[src/rtl/core/rpnm5_pkg.sv]
// ----------------------------------------------------------------------------
// rpnm5_pkg
// Shared types, command and status codes and the mod-5 reduction for the
// RPN stack evaluator.
// ----------------------------------------------------------------------------
package rpnm5_pkg;

  localparam int unsigned STACK_DEPTH_DEF = 32;
  localparam int unsigned VALUE_WIDTH_DEF = 32;

  localparam int unsigned CMD_W     = 3;
  localparam int unsigned IN_VAL_W  = 32;
  localparam int unsigned STATUS_W  = 2;
  localparam int unsigned RESIDUE_W = 3;
  localparam int unsigned DEPTH_W   = 6;

  localparam logic [CMD_W-1:0] CMD_PUSH = 3'd0;
  localparam logic [CMD_W-1:0] CMD_ADD  = 3'd1;
  localparam logic [CMD_W-1:0] CMD_SUB  = 3'd2;
  localparam logic [CMD_W-1:0] CMD_MUL  = 3'd3;
  localparam logic [CMD_W-1:0] CMD_DIV  = 3'd4;
  localparam logic [CMD_W-1:0] CMD_DUMP = 3'd5;

  localparam logic [STATUS_W-1:0] ST_OK        = 2'd0;
  localparam logic [STATUS_W-1:0] ST_UNDERFLOW = 2'd1;
  localparam logic [STATUS_W-1:0] ST_DIV_ZERO  = 2'd2;
  localparam logic [STATUS_W-1:0] ST_OVERFLOW  = 2'd3;

  typedef struct packed {
    logic [CMD_W-1:0]    cmd;
    logic [IN_VAL_W-1:0] value;
  } in_beat_t;

  typedef struct packed {
    logic [STATUS_W-1:0]  status;
    logic [RESIDUE_W-1:0] residue;
    logic                 entry_valid;
    logic [DEPTH_W-1:0]   depth;
    logic                 last;
  } out_beat_t;

  typedef struct packed {
    logic             start;
    logic [CMD_W-1:0] op;
  } alu_ctrl_t;

  // 256 and 16 are both 1 mod 5, so byte and nibble sums keep the residue
  function automatic logic [RESIDUE_W-1:0] mod5(input logic [63:0] v);
    logic [10:0] s1;
    logic [8:0]  s2;
    logic [8:0]  s3;
    logic [4:0]  s4;
    logic [4:0]  s5;
    s1 = '0;
    for (int i = 0; i < 8; i++) begin
      s1 = s1 + 11'(v[8*i +: 8]);
    end
    s2 = 9'(s1[10:8]) + 9'(s1[7:0]);
    s3 = 9'(s2[8]) + 9'(s2[7:0]);
    s4 = 5'(s3[8]) + 5'(s3[7:4]) + 5'(s3[3:0]);
    s5 = 5'(s4[4]) + 5'(s4[3:0]);
    if (s5 >= 5'd15) begin
      s5 = s5 - 5'd15;
    end else if (s5 >= 5'd10) begin
      s5 = s5 - 5'd10;
    end else if (s5 >= 5'd5) begin
      s5 = s5 - 5'd5;
    end
    return s5[RESIDUE_W-1:0];
  endfunction

endpackage

[src/rtl/core/rpn_mod5_stack_evaluator_core.sv]
// ----------------------------------------------------------------------------
// rpn_mod5_stack_evaluator_core
// Reverse-polish stack evaluator reporting stack entries as residues mod 5.
// ----------------------------------------------------------------------------
// One command is taken at a time; the input is stalled until its last result
// beat has been loaded into the output register. Multiply and divide pass
// through the shared unit, which works one operand bit per cycle; add and
// subtract take a single step in it. The stack memory gives one registered
// read per cycle. A full output register that is stalled holds the
// sequencer until it drains.
module rpn_mod5_stack_evaluator_core
  import rpnm5_pkg::*;
#(
  parameter int unsigned STACK_DEPTH = STACK_DEPTH_DEF,
  parameter int unsigned VALUE_WIDTH = VALUE_WIDTH_DEF
) (
  input  logic      clk_i,
  input  logic      rst_ni,
  input  logic      in_valid_i,
  output logic      in_stall_o,
  input  in_beat_t  in_data_i,
  output logic      out_valid_o,
  input  logic      out_stall_i,
  output out_beat_t out_data_o
);

  localparam int unsigned AW = (STACK_DEPTH > 1) ? $clog2(STACK_DEPTH) : 1;
  localparam int unsigned CW = $clog2(STACK_DEPTH + 1);

  localparam logic [3:0] S_IDLE   = 4'd0;
  localparam logic [3:0] S_DECODE = 4'd1;
  localparam logic [3:0] S_RDA    = 4'd2;
  localparam logic [3:0] S_RDB    = 4'd3;
  localparam logic [3:0] S_ALU    = 4'd4;
  localparam logic [3:0] S_RD     = 4'd5;
  localparam logic [3:0] S_EMIT   = 4'd6;
  localparam logic [3:0] S_DRD    = 4'd7;
  localparam logic [3:0] S_DOUT   = 4'd8;

  logic [3:0]             state_q, state_d;
  logic [CW-1:0]          cnt_q, cnt_d;
  logic [CMD_W-1:0]       cmd_q, cmd_d;
  logic [VALUE_WIDTH-1:0] val_q, val_d;
  logic [VALUE_WIDTH-1:0] a_q, a_d;
  logic [STATUS_W-1:0]    status_q, status_d;
  out_beat_t              out_q, out_d;
  logic                   out_valid_q, out_valid_d;

  logic [VALUE_WIDTH-1:0] mem_q [STACK_DEPTH];
  logic [VALUE_WIDTH-1:0] rdata_q;
  logic [AW-1:0]          rd_addr;
  logic                   wr_en;
  logic [AW-1:0]          wr_addr;
  logic [VALUE_WIDTH-1:0] wr_data;

  alu_ctrl_t              alu_ctrl;
  logic                   alu_done;
  logic [VALUE_WIDTH-1:0] alu_result;
  logic [RESIDUE_W-1:0]   rd_residue;
  logic                   out_free;

  assign rd_residue = mod5(64'(rdata_q));
  assign out_free   = !out_valid_q || !out_stall_i;

  rpnm5_alu #(
    .VALUE_WIDTH(VALUE_WIDTH)
  ) u_alu (
    .clk_i    (clk_i),
    .rst_ni   (rst_ni),
    .ctrl_i   (alu_ctrl),
    .a_i      (a_q),
    .b_i      (rdata_q),
    .divisor_i(rd_residue),
    .done_o   (alu_done),
    .result_o (alu_result)
  );

  always_comb begin
    state_d     = state_q;
    cnt_d       = cnt_q;
    cmd_d       = cmd_q;
    val_d       = val_q;
    a_d         = a_q;
    status_d    = status_q;
    out_d       = out_q;
    out_valid_d = out_valid_q && out_stall_i;
    rd_addr     = AW'(cnt_q - CW'(1));
    wr_en       = 1'b0;
    wr_addr     = cnt_q[AW-1:0];
    wr_data     = val_q;
    alu_ctrl    = '{start: 1'b0, op: cmd_q};

    case (state_q)
      S_IDLE: begin
        if (in_valid_i) begin
          cmd_d   = in_data_i.cmd;
          val_d   = VALUE_WIDTH'(in_data_i.value);
          state_d = S_DECODE;
        end
      end
      S_DECODE: begin
        status_d = ST_OK;
        state_d  = S_RD;
        case (cmd_q)
          CMD_PUSH: begin
            if (cnt_q >= CW'(STACK_DEPTH)) begin
              status_d = ST_OVERFLOW;
            end else begin
              wr_en = 1'b1;
              cnt_d = cnt_q + CW'(1);
            end
          end
          CMD_ADD, CMD_SUB, CMD_MUL, CMD_DIV: begin
            if (cnt_q < CW'(2)) begin
              status_d = ST_UNDERFLOW;
            end else begin
              state_d = S_RDA;
            end
          end
          CMD_DUMP: begin
            if (cnt_q != '0) begin
              state_d = S_DRD;
            end
          end
          default: begin
          end
        endcase
      end
      S_RDA: begin
        a_d     = rdata_q;
        rd_addr = AW'(cnt_q - CW'(2));
        state_d = S_RDB;
      end
      S_RDB: begin
        cnt_d = cnt_q - CW'(2);
        if (cmd_q == CMD_DIV && rd_residue == '0) begin
          status_d = ST_DIV_ZERO;
          state_d  = S_RD;
        end else begin
          alu_ctrl.start = 1'b1;
          state_d        = S_ALU;
        end
      end
      S_ALU: begin
        if (alu_done) begin
          wr_en    = 1'b1;
          wr_data  = alu_result;
          cnt_d    = cnt_q + CW'(1);
          status_d = ST_OK;
          state_d  = S_RD;
        end
      end
      S_RD: begin
        state_d = S_EMIT;
      end
      S_EMIT: begin
        if (out_free) begin
          out_d.status      = status_q;
          out_d.residue     = (cnt_q != '0) ? rd_residue : '0;
          out_d.entry_valid = (cnt_q != '0);
          out_d.depth       = DEPTH_W'(cnt_q);
          out_d.last        = 1'b1;
          out_valid_d       = 1'b1;
          state_d           = S_IDLE;
        end
      end
      S_DRD: begin
        state_d = S_DOUT;
      end
      S_DOUT: begin
        if (out_free) begin
          out_d.status      = ST_OK;
          out_d.residue     = rd_residue;
          out_d.entry_valid = 1'b1;
          out_d.depth       = '0;
          out_d.last        = (cnt_q == CW'(1));
          out_valid_d       = 1'b1;
          cnt_d             = cnt_q - CW'(1);
          state_d           = (cnt_q == CW'(1)) ? S_IDLE : S_DRD;
        end
      end
      default: begin
        state_d = S_IDLE;
      end
    endcase
  end

  always_ff @(posedge clk_i or negedge rst_ni) begin
    if (!rst_ni) begin
      state_q     <= S_IDLE;
      cnt_q       <= '0;
      out_valid_q <= 1'b0;
    end else begin
      state_q     <= state_d;
      cnt_q       <= cnt_d;
      out_valid_q <= out_valid_d;
    end
  end

  always_ff @(posedge clk_i) begin
    cmd_q    <= cmd_d;
    val_q    <= val_d;
    a_q      <= a_d;
    status_q <= status_d;
    out_q    <= out_d;
  end

  // stack memory, one write and one registered read per cycle
  always_ff @(posedge clk_i) begin
    if (wr_en) begin
      mem_q[wr_addr] <= wr_data;
    end
    rdata_q <= mem_q[rd_addr];
  end

  assign in_stall_o  = (state_q != S_IDLE);
  assign out_valid_o = out_valid_q;
  assign out_data_o  = out_q;

  a_cnt_bound: assert property (@(posedge clk_i) disable iff (!rst_ni)
    cnt_q <= CW'(STACK_DEPTH))
    else $error("stack count beyond depth");

  a_alu_done_state: assert property (@(posedge clk_i) disable iff (!rst_ni)
    alu_done |-> state_q == S_ALU)
    else $error("alu result with no operation waiting");

  a_dump_depth: assert property (@(posedge clk_i) disable iff (!rst_ni)
    (out_valid_o && !out_data_o.last) |-> (out_data_o.depth == '0 &&
                                           out_data_o.entry_valid))
    else $error("non-final beat outside a dump");

endmodule

[src/rtl/core/rpnm5_alu.sv]
// ----------------------------------------------------------------------------
// rpnm5_alu
// Shared iterative arithmetic unit: add and subtract in one step, multiply
// by shift-and-add and divide by restoring division, one bit per step.
// ----------------------------------------------------------------------------
module rpnm5_alu
  import rpnm5_pkg::*;
#(
  parameter int unsigned VALUE_WIDTH = VALUE_WIDTH_DEF
) (
  input  logic                   clk_i,
  input  logic                   rst_ni,
  input  alu_ctrl_t              ctrl_i,
  input  logic [VALUE_WIDTH-1:0] a_i,
  input  logic [VALUE_WIDTH-1:0] b_i,
  input  logic [RESIDUE_W-1:0]   divisor_i,
  output logic                   done_o,
  output logic [VALUE_WIDTH-1:0] result_o
);

  localparam int unsigned SW = $clog2(VALUE_WIDTH + 1);

  logic                   busy_q;
  logic                   done_q;
  logic [SW-1:0]          steps_q;
  logic [CMD_W-1:0]       op_q;
  logic [VALUE_WIDTH-1:0] opa_q;
  logic [VALUE_WIDTH-1:0] opb_q;
  logic [VALUE_WIDTH-1:0] acc_q;
  logic [1:0]             rem_q;
  logic [RESIDUE_W-1:0]   div_q;

  logic [VALUE_WIDTH-1:0] add_x;
  logic [VALUE_WIDTH-1:0] add_y;
  logic                   add_cin;
  logic [VALUE_WIDTH-1:0] sum;
  logic [2:0]             trial;
  logic                   trial_ge;
  logic [1:0]             rem_d;

  always_comb begin
    if (op_q == CMD_MUL) begin
      add_x   = acc_q;
      add_y   = opb_q[0] ? opa_q : '0;
      add_cin = 1'b0;
    end else begin
      add_x   = opa_q;
      add_y   = (op_q == CMD_SUB) ? ~opb_q : opb_q;
      add_cin = (op_q == CMD_SUB);
    end
    sum = add_x + add_y + VALUE_WIDTH'(add_cin);
  end

  assign trial    = {rem_q, opa_q[VALUE_WIDTH-1]};
  assign trial_ge = (trial >= div_q);
  assign rem_d    = trial_ge ? 2'(trial - div_q) : trial[1:0];

  always_ff @(posedge clk_i or negedge rst_ni) begin
    if (!rst_ni) begin
      busy_q  <= 1'b0;
      done_q  <= 1'b0;
      steps_q <= '0;
    end else begin
      done_q <= 1'b0;
      if (ctrl_i.start) begin
        busy_q  <= 1'b1;
        steps_q <= (ctrl_i.op == CMD_MUL || ctrl_i.op == CMD_DIV) ?
                   SW'(VALUE_WIDTH) : SW'(1);
      end else if (busy_q) begin
        steps_q <= steps_q - SW'(1);
        if (steps_q == SW'(1)) begin
          busy_q <= 1'b0;
          done_q <= 1'b1;
        end
      end
    end
  end

  always_ff @(posedge clk_i) begin
    if (ctrl_i.start) begin
      op_q  <= ctrl_i.op;
      opa_q <= a_i;
      opb_q <= b_i;
      acc_q <= '0;
      rem_q <= '0;
      div_q <= divisor_i;
    end else if (busy_q) begin
      case (op_q)
        CMD_MUL: begin
          acc_q <= sum;
          opa_q <= opa_q << 1;
          opb_q <= opb_q >> 1;
        end
        CMD_DIV: begin
          opa_q <= {opa_q[VALUE_WIDTH-2:0], trial_ge};
          rem_q <= rem_d;
        end
        default: begin
          acc_q <= sum;
        end
      endcase
    end
  end

  assign done_o   = done_q;
  assign result_o = (op_q == CMD_DIV) ? opa_q : acc_q;

endmodule

[config.mk]
export PLATFORM = sky130hd
export DESIGN_NAME = rpn_mod5_stack_evaluator_core
export DESIGN_NICKNAME = d
export VERILOG_FILES = /design/src/rtl/core/rpnm5_pkg.sv /design/src/rtl/core/rpn_mod5_stack_evaluator_core.sv /design/src/rtl/core/rpnm5_alu.sv
export SDC_FILE = /design/constraint.sdc
export NUM_CORES = 2
export LEC_CHECK = 0
export BUFFER_PORTS_ARGS = -buffer_cell sky130_fd_sc_hd__buf_2
export CAP_MARGIN = 5
export CORE_ASPECT_RATIO = 2
export CORE_MARGIN = 4
export CORE_UTILIZATION = 50
export CTS_BUF_LIST = sky130_fd_sc_hd__clkbuf_4
export CTS_CLUSTER_DIAMETER = 200
export CTS_CLUSTER_SIZE = 40
export DETAILED_ROUTE_END_ITERATION = 16
export GPL_TIMING_DRIVEN = 0
export MAX_ROUTING_LAYER = met4
export PLACE_DENSITY = 0.75
export SLEW_MARGIN = 20
export SYNTH_ARGS = -nofsm -noshare
export SYNTH_HDL_FRONTEND = slang
export SYNTH_HIERARCHICAL = 1
export SYNTH_SLANG_ARGS = --single-unit
export TNS_END_PERCENT = 10
[constraint.sdc]
create_clock -name clk_i -period 25.8 [get_ports clk_i]
set_input_delay 1.29 -clock clk_i [delete_from_list [all_inputs] [get_ports clk_i]]
set_output_delay 1.29 -clock clk_i [all_outputs]
set_load 0.05 [all_outputs]
Word level (Yosys, flattened, before mapping)
Memory sizes are Yosys's and may differ from the RTL's. A register that Yosys moved wholly into a read port is not among the register bits.
Cells that the tools add are included.
{ "totals": {"ramBits": 1024, "inputBits": 39, "n_memories": 1, "regBits": 205} }
{ "classes": {"muxes": 63, "n_bitwise": 2, "order_cmp": 6, "n_addsub": 18, "reduce_logical": 28, "eq_ne": 25} }
{ "mem_list": {"columns": ["memory", "depth", "word_bits", "rd", "rd_ports_with_merged_regs", "write_ports", "line_no", "source"], "rows": [
  ["mem_q", 32, 32, 1, 1, 1, "rpn_mod5_stack_evaluator_core.sv:49", "logic [VALUE_WIDTH-1:0] mem_q [STACK_DEPTH];"]
]} }
{ "op_table": {"columns": ["op", "n"], "rows": [
  ["$mux W32", 12],
  ["$pmux W32 S2", 1],
  ["$mux W6", 7],
  ["$pmux W4 S9", 1],
  ["$add A32 B1 Y32", 1],
  ["$add A32 B32 Y32", 1],
  ["$not A32 Y32", 1],
  ["$mux W13", 2],
  ["$pmux W13 S2", 1],
  ["$pmux W6 S4", 1],
  ["$mux W1", 18],
  ["$mux W3", 6],
  ["$eq A4 B3 Y1 const B", 4],
  ["$mux W4", 4],
  ["$eq A3 B2 Y1 const B", 4],
  ["$eq A6 B1 Y1 const B", 2],
  ["$sub A6 B1 Y6 const B", 2],
  ["$add A10 B8 Y11", 1],
  ["$add A1 B4 Y5", 2],
  ["$add A9 B8 Y10", 1],
  ["$ge A5 B4 Y1 const B", 2],
  ["$mux W2", 5],
  ["$ne A2 B2 Y1 const B", 5],
  ["$reduce_and A2 Y1", 5],
  ["other kinds (39)", 53]
]} }

Depth between registers and ports, before layout
{ "logic_depth": {"depth_word": 18, "ltp_mapped": 45} }

Modules after synthesis
The synthesis kept the hierarchy.
{ "by_module_without_submodules": {"columns": ["mod", "n_inst", "cells_per_inst", "area_each_um2"], "rows": [
  ["rpn_mod5_stack_evaluator_core", 1, 2231, 45507.4],
  ["rpnm5_alu", 1, 768, 7526.0]
]} }

Worst setup path after synthesis
OpenSTA, ideal clock, no wires.
{ "synth_path": {"kind": "reg-to-reg", "start": "register rdata_q[2], read port of mem_q", "end": "register u_alu.opa_q[0], enable pin", "required_ps": 25406, "arrival_time_ps": 9836, "synth_period_minus_slack_ps": 10230, "n_path_buf": 1, "path_stages_with_launch": 45, "setup_slack_ps": 15570, "cell_sequence": "dfxtp_1 -> inv_1 -> fa_1 -> fa_1 -> inv_1 -> ha_1 -> a21o_1 -> a21oi_1 -> nor2b_1 -> o21a_1 -> o21ai_0 -> nand2b_1 -> a21oi_1 -> xnor2_1 -> ha_1 -> inv_1 -> fa_1 -> nor3_1 -> (+9 left out) -> fa_1 -> nor2b_1 -> o21ai_0 -> nand2b_1 -> ha_1 -> ha_1 -> inv_1 -> xnor2_1 -> ha_1 -> o21a_1 -> a211oi_1 -> a311o_1 -> a21oi_1 -> or3_4 -> o21a_1 -> clkbuf_1 -> a31o_2 -> nand2b_1"} }
{ "synth_lines": {"columns": ["item", "line_no", "source"], "rows": [
  ["from (decl)", "rpn_mod5_stack_evaluator_core.sv:50", "logic [VALUE_WIDTH-1:0] rdata_q;"],
  ["to (signal assigned)", "rpnm5_alu.sv:82", "opa_q <= a_i;"],
  ["to (signal assigned)", "rpnm5_alu.sv:91", "opa_q <= opa_q << 1;"],
  ["to (signal assigned)", "rpnm5_alu.sv:95", "opa_q <= {opa_q[VALUE_WIDTH-2:0], trial_ge};"],
  ["to (decl)", "rpnm5_alu.sv:27", "logic [VALUE_WIDTH-1:0] opa_q;"]
]} }

==> impl_metrics.toml <==
[floorplan]
rows = 168
die_area_um2 = 112000
boundaryPins = 54
core-area_um2 = 105000
initial_core_util = 0.505
die-height_um = 469
die_x_um = 238

[sta]
finalHoldViolCount = 0
final-max-slew-violation-count = 0
max-slew-margin-rel = 0.270
maxClockFrequency_mhz = 80.3
fin_crit_sh = 0.483
skew_ns = 0.145
worst_slew_pin_slew_ns = 1.09
layout_min_cycle_time_ns = 12.45
tns_ns = 0
grt_setup_unrepaired = "no"
setup_viol = 0

[yosys]
synth.top_cells.by_count = "1,176 x sky130_fd_sc_hd__edfxtp_1, 256 x sky130_fd_sc_hd__mux4_2, 220 x sky130_fd_sc_hd__mux2_2, 184 x sky130_fd_sc_hd__nor2_1, 171 x sky130_fd_sc_hd__a21oi_1"
synthesis.nets = 3123
yosys.cell_count.top_type = "sky130_fd_sc_hd__edfxtp_1"
synth_area_leaders = "sky130_fd_sc_hd__edfxtp_1 67%, sky130_fd_sc_hd__mux4_2 11%, sky130_fd_sc_hd__mux2_2 4.7%"
yosysWarningCount = 6
postSynth.asyncResetShare = 0.0151
yosys.area.top_type_share = 0.666
syn-cell-area_um2 = 53000
synth.yosys.seq_area_share = 0.700
ys_seq_elements = 1261
synth_edf_count = 1176
biggest_area_consumer_among_synthesized_cells = "sky130_fd_sc_hd__edfxtp_1"
syn-mean-instance-area_um2 = 17.7
synth_cell_types = 73
postSynth.topFlopCell = "sky130_fd_sc_hd__edfxtp_1"
syn-instance-count = 2999

[clock_network]
clockBufferDepth = 3
cts_setup_buffers = 0
clkSlewWorstSetupHoldPaths_ns = 0.43
clock-root-buffer = "sky130_fd_sc_hd__clkbuf_4"
cts_max_level = 2
total_clock_buffers_created_by_cts = 37
tritoncts = "yes"
cts_sinks = 1261
clock_latency_ns = 1.07
hold_fix_buffers_at_cts = 0
post_cts.resized_instances = 0

[route]
drt_pass_1_iters = 6
routed_wirelength_um = 132000
route.vias.total = 27800
wl_per_cell_um = 29.2
antenna_left = 0
routed_via_count_divided_by_cell_count = 6.16
drt_drc_violations_left = 0
initialDrtViolationCount = 2394

[placed_design]
finalWeightedCongestion = 0.986
detailedPlacementHpwl_um = 97900
placement.io_buffers = 53

[critical_path]
worstSetupStartpoint = "rdata_q[17]"
required_ns = 26.56
crit_cells = 45
timing.critical_path.fanout_max = 33
critPathMaxStageDelay_ns = 0.86
cp_slowest_cell = "sky130_fd_sc_hd__a31o_2"
crit_family = "adder cells"
critPathMostFrequentCell = "sky130_fd_sc_hd__ha_1"
reg2reg_depth = 45
worstSetupPathType = "reg -> reg"
ff2ff_setup_slack_ns = 13.35
worst-endpoint-arrival_ns = 13.20
critical_path_buf_inv_count = 6
worstReg2RegStart = "rdata_q[17]"
worst_setup_path_endpoint = "u_alu/opa_q[10]"
worstSetupEndpointType = "register"
critPathLaunchType = "register"
regToRegEndpoint = "u_alu/opa_q[10]"

[global_routing]
grt_overflow_total = 0
grt_antenna_before_repair = 1
grt_first_pass_wirelength_um = 192000
grt_usage = 0.242
grt_max_degree = 42
first_global_vias = 29200

[worst_hold_path]
worstHoldPathType = "in -> async"

[layout]
final_nets = 3260
fillCellCount = 8173
drive_above_1_share = 0.228
area_growth_syn_to_layout_pct = 6.79

[job]
timing.max_cap.violations = 0

[outcome]
run_status = "complete, no violations"
layout make-up:
| cell class | count | area [µm²] | share of cell area |
|---|---|---|---|
| antenna | 1 | 2.50 | 0.0000442 |
| buffer | 159 | 656 | 0.0116 |
| clock buffer | 48 | 360 | 0.00636 |
| clock inverter | 4 | 83.8 | 0.00148 |
| inverter | 74 | 278 | 0.00490 |
| multi-input combinational | 1505 | 15200 | 0.269 |
| sequential | 1261 | 37100 | 0.655 |
| tap | 1360 | 1700 | 0.0300 |
| timing repair buffer | 98 | 1200 | 0.0212 |
sequential cells by signal (all words and copies together), names as in the netlist, 4 cells and up:
signal	flops
mem_q	1024
u_alu/steps_q	6
state_q	4
u_alu/opb_q	32
cnt_q	6
u_alu/opa_q	32
out_data_o	13
val_q	32
rdata_q	32
a_q	32
u_alu/acc_q	32
worst reg2reg max path: cells and delay by family (launching register included):
| kind | cells | cell delay [ns] |
|---|---|---|
| fa+ha+maj | 12 | 3.88 |
| simple gates | 13 | 2.40 |
| flops | 1 | 0.72 |
| compound gates | 12 | 3.37 |
| buf+inv | 6 | 1.24 |
| xor+xnor | 2 | 0.61 |
how the worst min path moves through the flow:
| stage | startpoint | endpoint | slack [ns] | cells past startpoint |
|---|---|---|---|---|
| after floorplan | rdata_q[31] | a_q[31] | 0.42 | 0 |
| after global placement | rdata_q[1] | a_q[1] | 0.44 | 0 |
| after detailed placement | rdata_q[25] | a_q[25] | 0.45 | 0 |
| after CTS | rst_ni | u_alu/steps_q[0] | 0.05 | 1 |
| after global routing | rst_ni | u_alu/steps_q[0] | 0.09 | 1 |
| final | rst_ni | u_alu/steps_q[0] | 0.09 | 1 |
routing by layer:
layer / vias up / GRT usage / routed length [µm]
met5: - / - / 0
met2: 1063 / 0.467 / 76400
li1: 12000 / - / -
met1: 14300 / 0.233 / 40400
met3: 374 / 0.0192 / 5510
met4: 0 / 0.137 / 9430
cell families after synthesis:
kind of cell	synth area share
fa+ha+maj	0.0230
compound gates	0.0451
flops	0.700
buf+inv	0.0176
simple gates	0.0355
mux	0.168
xor+xnor	0.0105
placed cells by master (no fill, tap or decap), types with 19 or more instances in the layout:
cell and count:
sky130_fd_sc_hd__a21oi_1 170, sky130_fd_sc_hd__buf_1 20, sky130_fd_sc_hd__buf_12 34, sky130_fd_sc_hd__buf_2 93, sky130_fd_sc_hd__clkbuf_1 96, sky130_fd_sc_hd__clkbuf_4 48, sky130_fd_sc_hd__dfrtp_1 19, sky130_fd_sc_hd__dfxtp_1 66
sky130_fd_sc_hd__edfxtp_1 1176, sky130_fd_sc_hd__fa_1 21, sky130_fd_sc_hd__ha_1 64, sky130_fd_sc_hd__inv_1 74, sky130_fd_sc_hd__mux2_2 220, sky130_fd_sc_hd__mux2i_1 69, sky130_fd_sc_hd__mux4_2 256, sky130_fd_sc_hd__nand2_1 119
sky130_fd_sc_hd__nand3_1 25, sky130_fd_sc_hd__nor2_1 152, sky130_fd_sc_hd__nor2_4 32, sky130_fd_sc_hd__o211ai_1 41, sky130_fd_sc_hd__o21ai_0 36, sky130_fd_sc_hd__o21ai_1 35, sky130_fd_sc_hd__xnor2_1 32, sky130_fd_sc_hd__xor2_1 29
through the flow:
step | hold slack (ns) | area [µm²] | cells | util | setup slack, ns
floorplan | 0.423 | 53000 | 2999 | - | 15.57
global placement | 0.444 | 55000 | 4412 | 0.523 | 12.60
detailed placement | 0.452 | 56200 | 4457 | 0.535 | 13.43
CTS | 0.0464 | 56600 | 4509 | 0.539 | 13.38
global route | 0.0936 | 56600 | 4510 | 0.539 | 12.72
finish | 0.0868 | 56600 | 4510 | 0.539 | 13.35
Power is left out: the tool's default activity adds up to more than one toggle a clock period on the data nets, which glitch-free logic cannot reach.
